--- src/hdl/wpc_pkg.sv ---
// Shared types, constants and codes for the windowed page cache policy block.
package wpc_pkg;

  // Cache geometry and page sizing
  localparam int CACHE_ENTRIES  = 2;
  localparam int CARDS_PER_PAGE = 9;
  localparam int NEXT_PAGES_MAX = 2;

  localparam int IDX_W    = (CACHE_ENTRIES > 1) ? $clog2(CACHE_ENTRIES) : 1;
  localparam int PAGE_W   = 8;
  localparam int SLOT_W   = 4;
  localparam int AGE_W    = 32;
  localparam int PHOTO_W  = 8;

  // Page count = ceil(photos / CARDS_PER_PAGE) by reciprocal multiply
  localparam int SUM_W     = PHOTO_W + 1;
  localparam int DIV_SHIFT = 16;
  localparam int DIV_RECIP = (1 << DIV_SHIFT) / CARDS_PER_PAGE + 1;
  localparam int RECIP_W   = DIV_SHIFT + 1;
  localparam int PROD_W    = SUM_W + RECIP_W;

  // Request type codes
  localparam logic REQ_START = 1'b0;
  localparam logic REQ_SHOW  = 1'b1;

  // Result status codes
  typedef enum logic [1:0] {
    ST_OK       = 2'd0,
    ST_INVALID  = 2'd1,
    ST_NO_ENTRY = 2'd2
  } status_t;

  // Input word
  typedef struct packed {
    logic              req_type;
    logic [PAGE_W-1:0] target_page;
  } req_t;

  // Result word
  typedef struct packed {
    status_t           status;
    logic [PAGE_W-1:0] page_number;
    logic [SLOT_W-1:0] slot_index;
    logic              was_hit;
    logic              last_result;
  } result_t;

  // Controller to datapath commands
  typedef struct packed {
    logic             load;
    logic             calc_pages;
    logic             check;
    logic             window;
    logic             prio_init;
    logic             scan_step;
    logic             decide;
    logic             same;
    logic             last;
    logic [IDX_W-1:0] pr_idx;
    logic [IDX_W-1:0] scan_idx;
  } cmd_t;

  // Datapath to controller status
  typedef struct packed {
    logic invalid;
    logic same_page;
    logic fail;
  } stat_t;

endpackage

--- src/hdl/wpc_ctrl.sv ---
// Request sequencer: steps through checks, window setup, priority pages and entry scans.
module wpc_ctrl (
  input  logic           clk,
  input  logic           rst,
  input  logic           start,
  output logic           busy,
  input  wpc_pkg::stat_t stat,
  output wpc_pkg::cmd_t  cmd
);

  typedef enum logic [6:0] {
    S_IDLE   = 7'b0000001,
    S_PAGES  = 7'b0000010,
    S_CHECK  = 7'b0000100,
    S_WINDOW = 7'b0001000,
    S_PRIO   = 7'b0010000,
    S_SCAN   = 7'b0100000,
    S_DECIDE = 7'b1000000
  } state_t;

  localparam logic [wpc_pkg::IDX_W-1:0] IDX_LAST =
    wpc_pkg::IDX_W'(wpc_pkg::CACHE_ENTRIES - 1);

  state_t                     state, state_next;
  logic [wpc_pkg::IDX_W-1:0]  pr_idx, pr_idx_next;
  logic [wpc_pkg::IDX_W-1:0]  scan_idx, scan_idx_next;
  logic                       same_mode, same_mode_next;
  logic                       pr_last;

  assign busy    = (state != S_IDLE);
  assign pr_last = (pr_idx == IDX_LAST);

  // Decode state into commands and pick the next state
  always_comb begin
    state_next     = state;
    pr_idx_next    = pr_idx;
    scan_idx_next  = scan_idx;
    same_mode_next = same_mode;
    cmd            = '0;
    cmd.pr_idx     = pr_idx;
    cmd.scan_idx   = scan_idx;
    cmd.same       = same_mode;
    cmd.last       = same_mode || pr_last;
    unique case (state)
      S_IDLE: begin
        if (start) begin
          cmd.load   = 1'b1;
          state_next = S_PAGES;
        end
      end
      S_PAGES: begin
        cmd.calc_pages = 1'b1;
        state_next     = S_CHECK;
      end
      S_CHECK: begin
        cmd.check   = 1'b1;
        pr_idx_next = '0;
        priority if (stat.invalid) begin
          state_next = S_IDLE;
        end else if (stat.same_page) begin
          same_mode_next = 1'b1;
          state_next     = S_PRIO;
        end else begin
          same_mode_next = 1'b0;
          state_next     = S_WINDOW;
        end
      end
      S_WINDOW: begin
        cmd.window = 1'b1;
        state_next = S_PRIO;
      end
      S_PRIO: begin
        cmd.prio_init = 1'b1;
        scan_idx_next = '0;
        state_next    = S_SCAN;
      end
      S_SCAN: begin
        cmd.scan_step = 1'b1;
        if (scan_idx == IDX_LAST) begin
          state_next = S_DECIDE;
        end else begin
          scan_idx_next = scan_idx + 1'b1;
        end
      end
      S_DECIDE: begin
        cmd.decide = 1'b1;
        if (same_mode || stat.fail || pr_last) begin
          state_next = S_IDLE;
        end else begin
          pr_idx_next = pr_idx + 1'b1;
          state_next  = S_PRIO;
        end
      end
      default: begin
        state_next = S_IDLE;
      end
    endcase
  end

  // Hold state and counters
  always_ff @(posedge clk) begin
    if (rst) begin
      state     <= S_IDLE;
      pr_idx    <= '0;
      scan_idx  <= '0;
      same_mode <= 1'b0;
    end else begin
      state     <= state_next;
      pr_idx    <= pr_idx_next;
      scan_idx  <= scan_idx_next;
      same_mode <= same_mode_next;
    end
  end

  // The final decision of a request always returns to idle
  a_last_ends: assert property (@(posedge clk) disable iff (rst)
    (state == S_DECIDE && cmd.last) |=> (state == S_IDLE))
    else $error("request did not end after its final decision");

endmodule

--- src/hdl/wpc_dp.sv ---
// Cache datapath: page count, window bounds, entry table, LRU ages and result register.
module wpc_dp (
  input  logic                          clk,
  input  logic                          rst,
  input  wpc_pkg::req_t                 req,
  input  logic                          album_size_we,
  input  logic [wpc_pkg::PHOTO_W-1:0]   album_size,
  input  wpc_pkg::cmd_t                 cmd,
  output wpc_pkg::stat_t                stat,
  output logic                          result_strobe,
  output wpc_pkg::result_t              result
);

  localparam logic [wpc_pkg::PAGE_W-1:0] N_PAGES  = wpc_pkg::PAGE_W'(wpc_pkg::CACHE_ENTRIES);
  localparam logic [wpc_pkg::PAGE_W-1:0] NEXT_MAX = wpc_pkg::PAGE_W'(wpc_pkg::NEXT_PAGES_MAX);

  // Configuration and request
  logic [wpc_pkg::PHOTO_W-1:0]  photos;
  wpc_pkg::req_t                req_q;
  logic [wpc_pkg::PAGE_W-1:0]   pages;

  // Block state
  logic [wpc_pkg::CACHE_ENTRIES-1:0] entry_valid;
  logic [wpc_pkg::PAGE_W-1:0]        entry_page [wpc_pkg::CACHE_ENTRIES];
  logic [wpc_pkg::AGE_W-1:0]         entry_age  [wpc_pkg::CACHE_ENTRIES];
  logic [wpc_pkg::AGE_W-1:0]         use_clock;
  logic [wpc_pkg::PAGE_W-1:0]        shown_page;
  logic [wpc_pkg::PAGE_W-1:0]        page_total;
  logic                              running;

  // Per request working registers
  logic [wpc_pkg::PAGE_W-1:0]  win_start;
  logic [wpc_pkg::PAGE_W-1:0]  win_end;
  logic [wpc_pkg::PAGE_W-1:0]  next_lim;
  logic [wpc_pkg::PAGE_W-1:0]  prio_page;
  logic                        hit_f, inv_f, old_f;
  logic [wpc_pkg::IDX_W-1:0]   hit_idx, inv_idx, old_idx;
  logic [wpc_pkg::AGE_W-1:0]   old_age;

  logic                        is_start;
  logic [wpc_pkg::PAGE_W-1:0]  center;
  logic [wpc_pkg::PROD_W-1:0]  pages_prod;
  logic                        invalid;
  logic                        fail;
  logic [wpc_pkg::PAGE_W-1:0]  ws_lo, ws_max, ws, wc, we, nx;
  logic [wpc_pkg::PAGE_W-1:0]  pr8, prio_calc;
  logic                        sv, inw;
  logic [wpc_pkg::PAGE_W-1:0]  sp;
  logic [wpc_pkg::AGE_W-1:0]   sa;
  logic [wpc_pkg::AGE_W-1:0]   clk_inc, clk_new;
  logic [wpc_pkg::IDX_W-1:0]   sel_idx;
  logic                        start_ok;

  assign is_start = (req_q.req_type == wpc_pkg::REQ_START);
  assign center   = req_q.target_page;

  // Ceiling division by reciprocal multiply
  assign pages_prod = wpc_pkg::PROD_W'(wpc_pkg::SUM_W'(photos)
                      + wpc_pkg::SUM_W'(wpc_pkg::CARDS_PER_PAGE - 1))
                      * wpc_pkg::PROD_W'(wpc_pkg::DIV_RECIP);

  // Request checks
  assign invalid  = is_start ? (pages == '0 || center >= pages)
                             : (!running || center >= page_total);
  assign start_ok = is_start && !invalid;
  assign stat.invalid   = invalid;
  assign stat.same_page = !is_start && (center == shown_page);
  assign fail           = !hit_f && !inv_f && !old_f;
  assign stat.fail      = fail;

  // Window bounds around the center page
  always_comb begin
    ws_lo  = (center != '0) ? center - 1'b1 : '0;
    ws_max = (page_total > N_PAGES) ? page_total - N_PAGES : '0;
    ws     = (ws_lo > ws_max) ? ws_max : ws_lo;
    wc     = (page_total < N_PAGES) ? page_total : N_PAGES;
    we     = ws + wc;
    nx     = we - center - 1'b1;
    if (center != ws && nx > NEXT_MAX) begin
      nx = NEXT_MAX;
    end
  end

  // Priority page: center, then following pages, then earlier ones
  always_comb begin
    pr8 = wpc_pkg::PAGE_W'(cmd.pr_idx);
    if (pr8 >= page_total || pr8 == '0) begin
      prio_calc = center;
    end else if (pr8 <= next_lim) begin
      prio_calc = center + pr8;
    end else begin
      prio_calc = center - (pr8 - next_lim);
    end
  end

  // Entry under scan
  assign sv  = entry_valid[cmd.scan_idx];
  assign sp  = entry_page[cmd.scan_idx];
  assign sa  = entry_age[cmd.scan_idx];
  assign inw = (sp >= win_start) && (sp < win_end);

  // Age clock skips zero on wrap
  assign clk_inc = use_clock + 1'b1;
  assign clk_new = (clk_inc == '0) ? wpc_pkg::AGE_W'(1) : clk_inc;

  // Hit, else first free entry, else oldest entry outside the window
  always_comb begin
    priority if (hit_f) begin
      sel_idx = hit_idx;
    end else if (inv_f) begin
      sel_idx = inv_idx;
    end else begin
      sel_idx = old_idx;
    end
  end

  // Control state: configuration, entry valid bits, clock, shown page, page total, running flag, strobe
  always_ff @(posedge clk) begin
    if (rst) begin
      photos        <= '0;
      entry_valid   <= '0;
      use_clock     <= '0;
      shown_page    <= '0;
      page_total    <= '0;
      running       <= 1'b0;
      result_strobe <= 1'b0;
    end else begin
      // Pulse the strobe for an invalid request's check word and for each decision word
      result_strobe <= (cmd.check && invalid) || cmd.decide;
      if (album_size_we) begin
        photos <= album_size;
      end
      if (cmd.check) begin
        if (!invalid && is_start) begin
          entry_valid <= '0;
          use_clock   <= '0;
          page_total  <= pages;
          shown_page  <= center;
          running     <= 1'b1;
        end
      end
      if (cmd.decide) begin
        if (!cmd.same) begin
          if (fail) begin
            // drop everything after a failed start
            if (is_start) begin
              entry_valid <= '0;
              use_clock   <= '0;
              shown_page  <= '0;
              page_total  <= '0;
              running     <= 1'b0;
            end
          end else begin
            entry_valid[sel_idx] <= 1'b1;
            use_clock            <= clk_new;
            if (cmd.last && !is_start) begin
              shown_page <= center;
            end
          end
        end
      end
    end
  end

  // Payload registers
  always_ff @(posedge clk) begin
    if (cmd.load) begin
      req_q <= req;
    end
    if (cmd.calc_pages) begin
      pages <= pages_prod[wpc_pkg::DIV_SHIFT +: wpc_pkg::PAGE_W];
    end
    if (cmd.check) begin
      result <= '{status: wpc_pkg::ST_INVALID, page_number: center,
                  slot_index: '0, was_hit: 1'b0, last_result: 1'b1};
    end
    if (cmd.window) begin
      win_start <= ws;
      win_end   <= we;
      next_lim  <= nx;
    end
    if (cmd.prio_init) begin
      prio_page <= prio_calc;
      hit_f     <= 1'b0;
      inv_f     <= 1'b0;
      old_f     <= 1'b0;
    end
    if (cmd.scan_step) begin
      if (sv && sp == prio_page && !hit_f) begin
        hit_f   <= 1'b1;
        hit_idx <= cmd.scan_idx;
      end
      if (!sv && !inv_f) begin
        inv_f   <= 1'b1;
        inv_idx <= cmd.scan_idx;
      end
      if (sv && !inw && (!old_f || sa < old_age)) begin
        old_f   <= 1'b1;
        old_idx <= cmd.scan_idx;
        old_age <= sa;
      end
    end
    if (cmd.decide) begin
      if (cmd.same) begin
        result <= '{status: wpc_pkg::ST_OK, page_number: center,
                    slot_index: hit_f ? wpc_pkg::SLOT_W'(hit_idx) : '0,
                    was_hit: hit_f, last_result: 1'b1};
      end else if (fail) begin
        result <= '{status: wpc_pkg::ST_NO_ENTRY, page_number: prio_page,
                    slot_index: '0, was_hit: 1'b0, last_result: 1'b1};
      end else begin
        entry_page[sel_idx] <= prio_page;
        entry_age[sel_idx]  <= clk_new;
        result <= '{status: wpc_pkg::ST_OK, page_number: prio_page,
                    slot_index: wpc_pkg::SLOT_W'(sel_idx),
                    was_hit: hit_f, last_result: cmd.last};
      end
    end
  end

  // Any non-ok result closes its request
  a_err_last: assert property (@(posedge clk) disable iff (rst)
    (result_strobe && result.status != wpc_pkg::ST_OK) |-> result.last_result)
    else $error("error result not marked final");

  // A valid entry implies the age clock has ticked
  a_clock_live: assert property (@(posedge clk) disable iff (rst)
    (|entry_valid) |-> (use_clock != '0))
    else $error("valid entry with idle age clock");

  // A reported hit names a valid entry
  a_hit_valid: assert property (@(posedge clk) disable iff (rst)
    (result_strobe && result.was_hit) |->
      entry_valid[result.slot_index[wpc_pkg::IDX_W-1:0]])
    else $error("hit reported on an invalid entry");

endmodule

--- src/hdl/windowed_page_cache_policy.sv ---
// Top level of the windowed page cache policy: sequencer plus cache datapath.
// An invalid request gives its word at the check; a show of the current page skips the
// window setup and makes one priority-page scan; a full reconcile runs the
// one-entry-per-cycle LRU scan once for each priority page, up to CACHE_ENTRIES of them.
// One request at a time; busy falls as the final word is registered.
// Synchronous reset empties the cache.
module windowed_page_cache_policy (
  input  logic                         clk,
  input  logic                         rst,
  input  logic                         start,
  input  wpc_pkg::req_t                req,
  output logic                         busy,
  input  logic                         album_size_we,
  input  logic [wpc_pkg::PHOTO_W-1:0]  album_size,
  output logic                         result_strobe,
  output wpc_pkg::result_t             result
);

  wpc_pkg::cmd_t  cmd;
  wpc_pkg::stat_t stat;

  // Sequencer
  wpc_ctrl u_ctrl (
    .clk   (clk),
    .rst   (rst),
    .start (start),
    .busy  (busy),
    .stat  (stat),
    .cmd   (cmd)
  );

  // Datapath
  wpc_dp u_dp (
    .clk            (clk),
    .rst            (rst),
    .req            (req),
    .album_size_we  (album_size_we),
    .album_size     (album_size),
    .cmd            (cmd),
    .stat           (stat),
    .result_strobe  (result_strobe),
    .result         (result)
  );

endmodule
--- config.mk ---
export PLATFORM = sky130hd
export DESIGN_NAME = windowed_page_cache_policy
export DESIGN_NICKNAME = d
export VERILOG_FILES = /design/src/hdl/wpc_pkg.sv /design/src/hdl/wpc_ctrl.sv /design/src/hdl/wpc_dp.sv /design/src/hdl/windowed_page_cache_policy.sv
export SDC_FILE = /design/constraint.sdc
export NUM_CORES = 1
export LEC_CHECK = 0
export ABC_CLOCK_PERIOD_IN_PS = 7600
export BUFFER_PORTS_ARGS = -buffer_cell sky130_fd_sc_hd__clkbuf_2
export CORE_AREA = 2 2 199 201
export DETAILED_ROUTE_END_ITERATION = 8
export DIE_AREA = 0 0 201 203
export PLACE_DENSITY = 0.54
export SLEW_MARGIN = 20
export SYNTH_ARGS = -nofsm -noshare
export SYNTH_HDL_FRONTEND = slang
export SYNTH_SLANG_ARGS = --single-unit
--- constraint.sdc ---
create_clock -name clk -period 7.6 [get_ports clk]
set_input_delay 0.38 -clock clk [delete_from_list [all_inputs] [get_ports clk]]
set_output_delay 0.38 -clock clk [all_outputs]
set_load 0.05 [all_outputs]
# [Yosys cells after proc, flatten, opt, wreduce, memory -nomap -nowiden]
# Memory sizes are Yosys's and may differ from the RTL's. A register that Yosys moved wholly into a read port is not among the register bits.
# Cells that the tools add are included.
[op_classes] bitwise=4 n_eq_ne=14 addsub=12 mux=87 multipliers=1 order_cmp=14 n_reduce_logical=41
[ops] op="$mux 32" count=7
[ops] op="$mux 8" count=19
[ops] op="$mux 16" count=4
[ops] op="$pmux 7 s7" count=1
[ops] op="$mux 1" count=41
[ops] op="$add 32x1->32 const B" count=1
[ops] op="$logic_not 32->1" count=1
[ops] op="$lt 32x32->1" count=1
[ops] op="$mul 26x12->23 const B" count=1
[ops] op="$ge 8x8->1" count=3
[ops] op="$mux 7" count=3
[ops] op="$eq 8x8->1" count=2
[ops] op="$gt 8x2->1 const B" count=2
[ops] op="$sub 8x1->8 const B" count=2
[ops] op="$sub 8x8->8" count=2
[ops] op="$logic_and 1x1->1" count=14
[ops] op="$mux 2" count=7
[ops] op="$reduce_and 2->1" count=6
[ops] op="$mux 5" count=2
[ops] op="$add 8x4->9 const B" count=1
[ops] op="$add 8x1->8" count=1
[ops] op="$add 8x8->8" count=1
[ops] op="$ge 1x8->1" count=1
[ops] op="$gt 8x8->1" count=1
[ops] op="other kinds (28)" count=49
[word_totals] regBits=173 in_bits=21 mem_bits_rw=80 memories=2 output_inout_bits=18 elab_cells=205
[memory_table] memory="u_dp.entry_age" words=2 word_bits=32 read_ports=1 rd_clocked_by_memory_dff=1 wr=1 line="wpc_dp.sv:25" text="logic [wpc_pkg::AGE_W-1:0] entry_age [wpc_pkg::CACHE_ENTRIES];"
[memory_table] memory="u_dp.entry_page" words=2 word_bits=8 read_ports=1 rd_clocked_by_memory_dff=1 wr=1 line="wpc_dp.sv:24" text="logic [wpc_pkg::PAGE_W-1:0] entry_page [wpc_pkg::CACHE_ENTRIES];"

# [Logic depth before layout (Yosys ltp)]
[logic_depth] word_depth=12 depth_mapped=32 mapped_depth_nobuf=29

# [By module]
# Synthesis repeated with hierarchy kept, for this count alone.
[unflattened] hier_cells=1481 hier_area_um2=15392.3
[modules_own_cells] module="wpc_dp" seq_area_each_um2=6516.2 area_per_inst_um2=14777.9 n_inst=1 cells_each=1402
[modules_own_cells] module="wpc_ctrl" seq_area_each_um2=200.2 area_per_inst_um2=614.3 n_inst=1 cells_each=79

# [Worst setup path before layout]
# OpenSTA, ideal clock, no wires.
[synth_timing] kind="flip-flop to flip-flop" startpoint="reg u_dp.req_q, in the netlist u_dp.center[1]" endpoint="reg u_dp.next_lim[1] in the netlist's numbering, data pin" path_stages_with_launch=28 setup_slack_ns=1.840 arrival_time_ns=5.498 setup_ns=0.262 required_ns=7.338 cell_sequence="edfxtp_1 -> clkbuf_1 -> inv_1 -> ha_1 -> nor4b_1 -> and2_1 -> clkbuf_1 -> nor2_1 -> ha_1 -> a21o_1 -> nand2_1 -> o2111ai_1 -> and2_1 -> clkbuf_1 -> o21ai_0 -> ha_1 -> inv_1 -> fa_1 -> inv_1 -> ha_1 -> a211oi_1 -> nor2_1 -> o21a_1 -> o41ai_1 -> xnor2_1 -> xnor3_1 -> o22ai_1 -> nand2_1"
[synth_between] elab_chain_len=9
[synth_rtl] item="start, declared" line="wpc_dp.sv:19" text="wpc_pkg::req_t req_q;"
[synth_rtl] item="start signal, assigned" line="wpc_dp.sv:168" text="req_q <= req;"
[synth_rtl] item="$sub 8x1->8 / $reduce_bool 8->1 (equally long branches)" line="wpc_dp.sv:73" text="ws_lo = (center != '0) ? center - 1'b1 : '0;"
[synth_rtl] item="$mux 8 (*)" line="wpc_dp.sv:73"
[synth_rtl] item="$gt 8x8->1" line="wpc_dp.sv:75" text="ws = (ws_lo > ws_max) ? ws_max : ws_lo;"
[synth_rtl] item="$mux 8 (*)" line="wpc_dp.sv:75"
[synth_rtl] item="named net u_dp.ws, one bit" line="wpc_dp.sv:45" text="logic [wpc_pkg::PAGE_W-1:0] ws_lo, ws_max, ws, wc, we, nx;"
[synth_rtl] item="$add 8x8->8 (*)" line="wpc_dp.sv:77" text="we = ws + wc;"
[synth_rtl] item="named net u_dp.we, one bit" line="wpc_dp.sv:45"
[synth_rtl] item="$sub 8x8->8 (*)" line="wpc_dp.sv:78" text="nx = we - center - 1'b1;"
[synth_rtl] item="$sub 8x1->8 (*)" line="wpc_dp.sv:78"
[synth_rtl] item="$gt 8x2->1" line="wpc_dp.sv:79" text="if (center != ws && nx > NEXT_MAX) begin"
[synth_rtl] item="$logic_and 1x1->1" line="wpc_dp.sv:79"
[synth_rtl] item="end signal, assigned" line="wpc_dp.sv:180" text="next_lim <= nx;"
[synth_rtl] item="end, declared" line="wpc_dp.sv:34" text="logic [wpc_pkg::PAGE_W-1:0] next_lim;"
# The timed path passes the listed nets; every way through them passes the cells marked *.
# A chain may end at the register's enable or synchronous reset.

# [Final worst setup path]
[layout_timing] startpoint="reg u_dp.req_q, in the netlist u_dp.center[1]" endpoint="reg u_dp.next_lim[1] in the netlist's numbering, data pin"
[layout_between] elab_chain_len=9
[layout_rtl] item="$sub 8x1->8 / $reduce_bool 8->1 (equally long branches)" line="wpc_dp.sv:73"
[layout_rtl] item="$mux 8 (*)" line="wpc_dp.sv:73"
[layout_rtl] item="$gt 8x8->1" line="wpc_dp.sv:75"
[layout_rtl] item="$mux 8 (*)" line="wpc_dp.sv:75"
[layout_rtl] item="named net u_dp.ws, one bit" line="wpc_dp.sv:45"
[layout_rtl] item="$add 8x8->8 (*)" line="wpc_dp.sv:77"
[layout_rtl] item="named net u_dp.we, one bit" line="wpc_dp.sv:45"
[layout_rtl] item="$sub 8x8->8 (*)" line="wpc_dp.sv:78"
[layout_rtl] item="$sub 8x1->8 (*)" line="wpc_dp.sv:78"
[layout_rtl] item="$gt 8x2->1 (*)" line="wpc_dp.sv:79"
[layout_rtl] item="$logic_and 1x1->1 (*)" line="wpc_dp.sv:79"
# Marks and branches as above.

==> summary.md <==
| Metric | Value |
|---|---|
| Status | `finished, final reports clean` |
| Full die area | `between 40000 and 50000 µm²` |
| Vias in the first global route | `10406` |
| CP Capture Type | `flip-flop` |
| Max clock buf depth | `3` |
| Worst ir drop on vdd | `roughly 0.00017 V` |
| Drt pass-1 iters | `5` |
| Switching fraction of total power | `approximately 25%` |
| Internal power | `2.46 mW` |
| Worst-Skew Late Latency | `0.57 ns` |
| Clock transition at the registers of the reported paths | `around 0.060 ns` |
| Boundary pin count | `39` |
| Synth top area share | `a little over a third` |
| Crit path kind | `reg -> reg` |
| Largest net degree at the start of global routing | `43` |
| Row count | `72` |
| TritonCTS clock tree | `built` |
| Sw power | `roughly 0.84 mW` |
| First-pass GRT wire length | `56500 µm` |
| Drt total wl | `around 35000 µm` |
| Sequential Power Share | `between 40 and 50%` |
| Worst r2r dst | `u_dp.next_lim[1]` |
| Hold depth | `1` |
| Worst path arrival time | `6.63 ns` |
| Die width | `roughly 200 µm` |
| Worst EP required | `~8 ns` |
| Synth Area per Inst | `10.5 µm²` |
| Yosys reg bits | `251` |
| H-tree levels | `1` |
| Post-synth EDFFs | `177` |
| Worst Tran Pin Value | `about 1.0 ns` |
| Fin crit share | `between 80% and 90%` |
| Layout cell share with drive strength beyond 1 | `10.9%` |
| Non-Filler Instances | `a little over 2000` |
| First-iteration detailed-routing DRC count | `approximately 630` |
| Num Clock Sinks | `between 200 and 300` |
| Min Tclk post-route | `~6.3 ns` |
| Endpoints failing setup | `0` |
| Via density | `5.17` |
| Relative max-transition margin | `29.8%` |
| Synth unique cells | `75` |
| Initial antenna violation count | `1` |
| Clk network pwr share | `41.4%` |
| # Post-CTS Setup Buffers | `0` |
| Vias | `10487` |
| I/O Buffers | `35` |
| Sequential share of the synthesized area | `around 45%` |
| Hold Path End | `u_dp.center[0]` |
| Cell taking the most area after synthesis | `edfxtp_1` |
| Die Ht | `between 200 and 250 µm` |
| Gr usage total | `between 10% and 20%` |
| Starting Density | `about 40%` |
| Fmax | `between 150 and 200 MHz` |
| Area growth, synth to finish | `11.2%` |
| Area after DPL | `16000 µm²` |
| Cell count after synthesis | `1452` |
| Slew Viols, Final | `0` |
| RSZ-0062 raised after global routing | `no` |
| Core area | `~38000 µm²` |
| Setup TNS | `0 ns` |
| Yosys warns | `0` |
| Routability cong. | `0.850` |
| Startpoint Class | `flip-flop` |
| P_leak | `7.24 nW` |
| Diodes inserted | `0` |
| Critical R2R Launch | `u_dp.center[1]` |
| # fillers | `approximately 3700` |
| Total power | `3.30 mW` |
| Dpl cells | `1968` |
| Hold Path Origin | `req[0]` |
| Class of the worst hold path | `in -> reg` |
| FF/Latch Area | `approximately 6800 µm²` |
| Final net count | `1692` |
| Synthesized cell area | `between 15000 and 20000 µm²` |
| Grt total ovfl | `0` |
| Crit-path max FO | `11` |
| Fin Clk Skew | `around 0.020 ns` |
| Dominant register cell in the synthesized netlist | `edfxtp_1` |
| # DRC | `0` |
| Logic pwr share | `a little over an eighth` |
| HPWL after detailed placement | `between 20000 and 30000 µm` |
| Final Hold Vio Count | `0` |
| Max_cap viols | `0` |
| Asr flop ratio synth | `0%` |
| R2R depth | `22` |
| Routed len/inst | `roughly 17 µm` |
| Area contributors post-synth | `edfxtp_1 35%, ha_1 13%, dfxtp_1 9.7%, inv_1 3.9%, fa_1 3.3%` |
| Final ANT Viol Nets | `0` |
| Cell Pwr Density | `between 150 and 200 nW/µm²` |
| Root buf cell | `clkbuf_16` |
| Fin area | `17000 µm²` |
| TritonCTS Buffers | `29` |
| Area of the multi-input gates | `7660 µm²` |
| R2R Setup Slk | `approximately 1.3 ns` |
[critical path, cell delays in order, from the launching register on]
cell and delay [ns]:
edfxtp_1 0.59, inv_1 0.29, ha_1 0.24, nor4b_1 0.41, and2_1 0.36, nor2_1 0.11
ha_1 0.30, nand3_1 0.09, o2111ai_1 0.34, nand2_1 0.31, o21ai_0 0.37, inv_1 0.13
fa_1 0.45, xnor2_1 0.25, ha_1 0.31, o21ai_0 0.17, nor2_1 0.07, o21a_1 0.19
o41ai_1 0.31, xnor2_1 0.17, xnor3_1 0.25, o22ai_1 0.26, nand2_1 0.09
[state kept, by name (all words and copies together) (netlist names), 8 cells and up, named ones only]
name             count
u_dp.photos          8
u_dp.entry_age      64
u_dp.old_age        32
u_dp.use_clock      32
u_dp.win_end         8
u_dp.shown_page      8
u_dp.pages           8
u_dp.next_lim        8
u_dp.center          8
u_dp.win_start       8
u_dp.entry_page     16
u_dp.page_total      8
u_dp.result         13
u_dp.prio_page       8
[cells in the mapped netlist, drive strengths merged (6+ instances only)]
cell type  count
o2111ai        6
clkbuf        42
ha           158
nand2b         9
nor2         111
mux2i         25
and2          18
nand4         23
inv          160
o21bai         7
nor2b          7
nand3b         6
nand2         77
a22o          11
nand3         31
nor4          15
o31ai          8
a211oi        12
o21a           8
a21oi         75
mux2          44
a21o          25
xor2          28
xnor2         52
edfxtp       177
dfxtp         74
fa            25
o21ai         65
buf           14
a31oi          6
and3          12
or2            9
nor3          33
or3           13
[power groups by stage]
| stage | Clock [mW] | Combinational, mW | Sequential, mW |
|---|---|---|---|
| 3_5_place_dp | 0 | 0.440 | 1.52 |
| 6_report | 1.36 | 0.441 | 1.49 |
| 3_3_place_gp | 0 | 0.433 | 1.52 |
| 5_1_grt | 1.46 | 0.510 | 1.49 |
| 4_1_cts | 1.41 | 0.445 | 1.49 |
| 2_1_floorplan | 0 | 0.348 | 1.51 |
[cell usage in the layout, fill, tap and decap left out, types with 7 or more instances in the layout]
cell type / instances
or2_2: 9
buf_4: 12
and3_1: 11
nand3_1: 29
nor2_1: 108
nand2b_1: 9
o21a_1: 7
nor4_1: 12
ha_1: 158
or3_1: 12
nand4_1: 23
mux2_2: 44
o31ai_1: 8
inv_1: 160
nand2_1: 77
edfxtp_1: 177
a21o_1: 25
conb_1: 8
dfxtp_1: 73
o21ai_0: 64
nor3_1: 31
and2_1: 17
o21bai_1: 7
clkinv_1: 7
nor2b_1: 7
mux2i_1: 25
fa_1: 25
a21oi_1: 75
clkinv_2: 9
xor2_1: 28
dlygate4sd3_1: 7
a211oi_1: 12
a22o_1: 11
clkbuf_16: 29
clkbuf_2: 35
xnor2_1: 52
[timing repair]
item                       CTS  global route
hold endpoints to repair     7             0
hold buffers                 7             0
gates resized for setup      0             0
setup endpoints to repair    0             0
[cell type report]
cell class                      instances  share of cell area (%)
Sequential cell                       251                    40.0
Clock inverter                         23                    1.16
Multi-Input combinational cell        991                    45.1
Inverter                              161                    3.56
Clock buffer                           31                    4.32
Timing Repair Buffer                   54                    1.97
Tap cell                              518                    3.82
[how the worst max path moves through the flow]
stage / from / endpoint / slack (ns) / cells past startpoint
4_1_cts: u_dp.center[1] / u_dp.next_lim[1] / 1.25 / 22
2_1_floorplan: u_dp.center[1] / u_dp.next_lim[1] / 1.84 / 27
3_3_place_gp: u_dp.center[1] / u_dp.next_lim[1] / 1.45 / 22
5_1_grt: u_dp.center[1] / u_dp.next_lim[1] / 0.61 / 22
6_report: u_dp.center[1] / u_dp.next_lim[1] / 1.26 / 22
3_5_place_dp: u_dp.center[1] / u_dp.next_lim[1] / 1.30 / 22
[stage by stage]
stage                     hold slack (ns)  worst slack, ns  utilization [%]
after floorplan                     0.454             1.84                -
after global placement              0.468             1.45             41.5
after detailed placement            0.485             1.30             41.5
after CTS                         0.00512             1.25             44.1
after global routing               0.0175            0.609             44.1
final                              0.0189             1.26             44.1
[layer usage]
| metal | wire length (µm) | global-route usage (%) | up-vias | part of all wire, % |
|---|---|---|---|---|
| met3 | 1450 | 2.23 | 64 | 4.2 |
| met5 | 0 | 0 | - | 0 |
| li1 | - | - | 5258 | - |
| met1 | 17500 | 25.1 | 4955 | 50 |
| met2 | 14700 | 26.7 | 210 | 42 |
| met4 | 1010 | 5.95 | 0 | 2.9 |
[cells by family after synthesis]
logic type               share of synthesized area (%)
AND/OR/NAND/NOR                                   13.0
AO/OA/AOI/OAI                                     10.8
flip-flops                                        44.5
buffers and inverters                             5.60
adder cells (fa/ha/maj)                           16.2
XOR/XNOR                                          4.88
multiplexers                                      4.88
other                                           0.0246
Power figures use the tool's default switching activity.
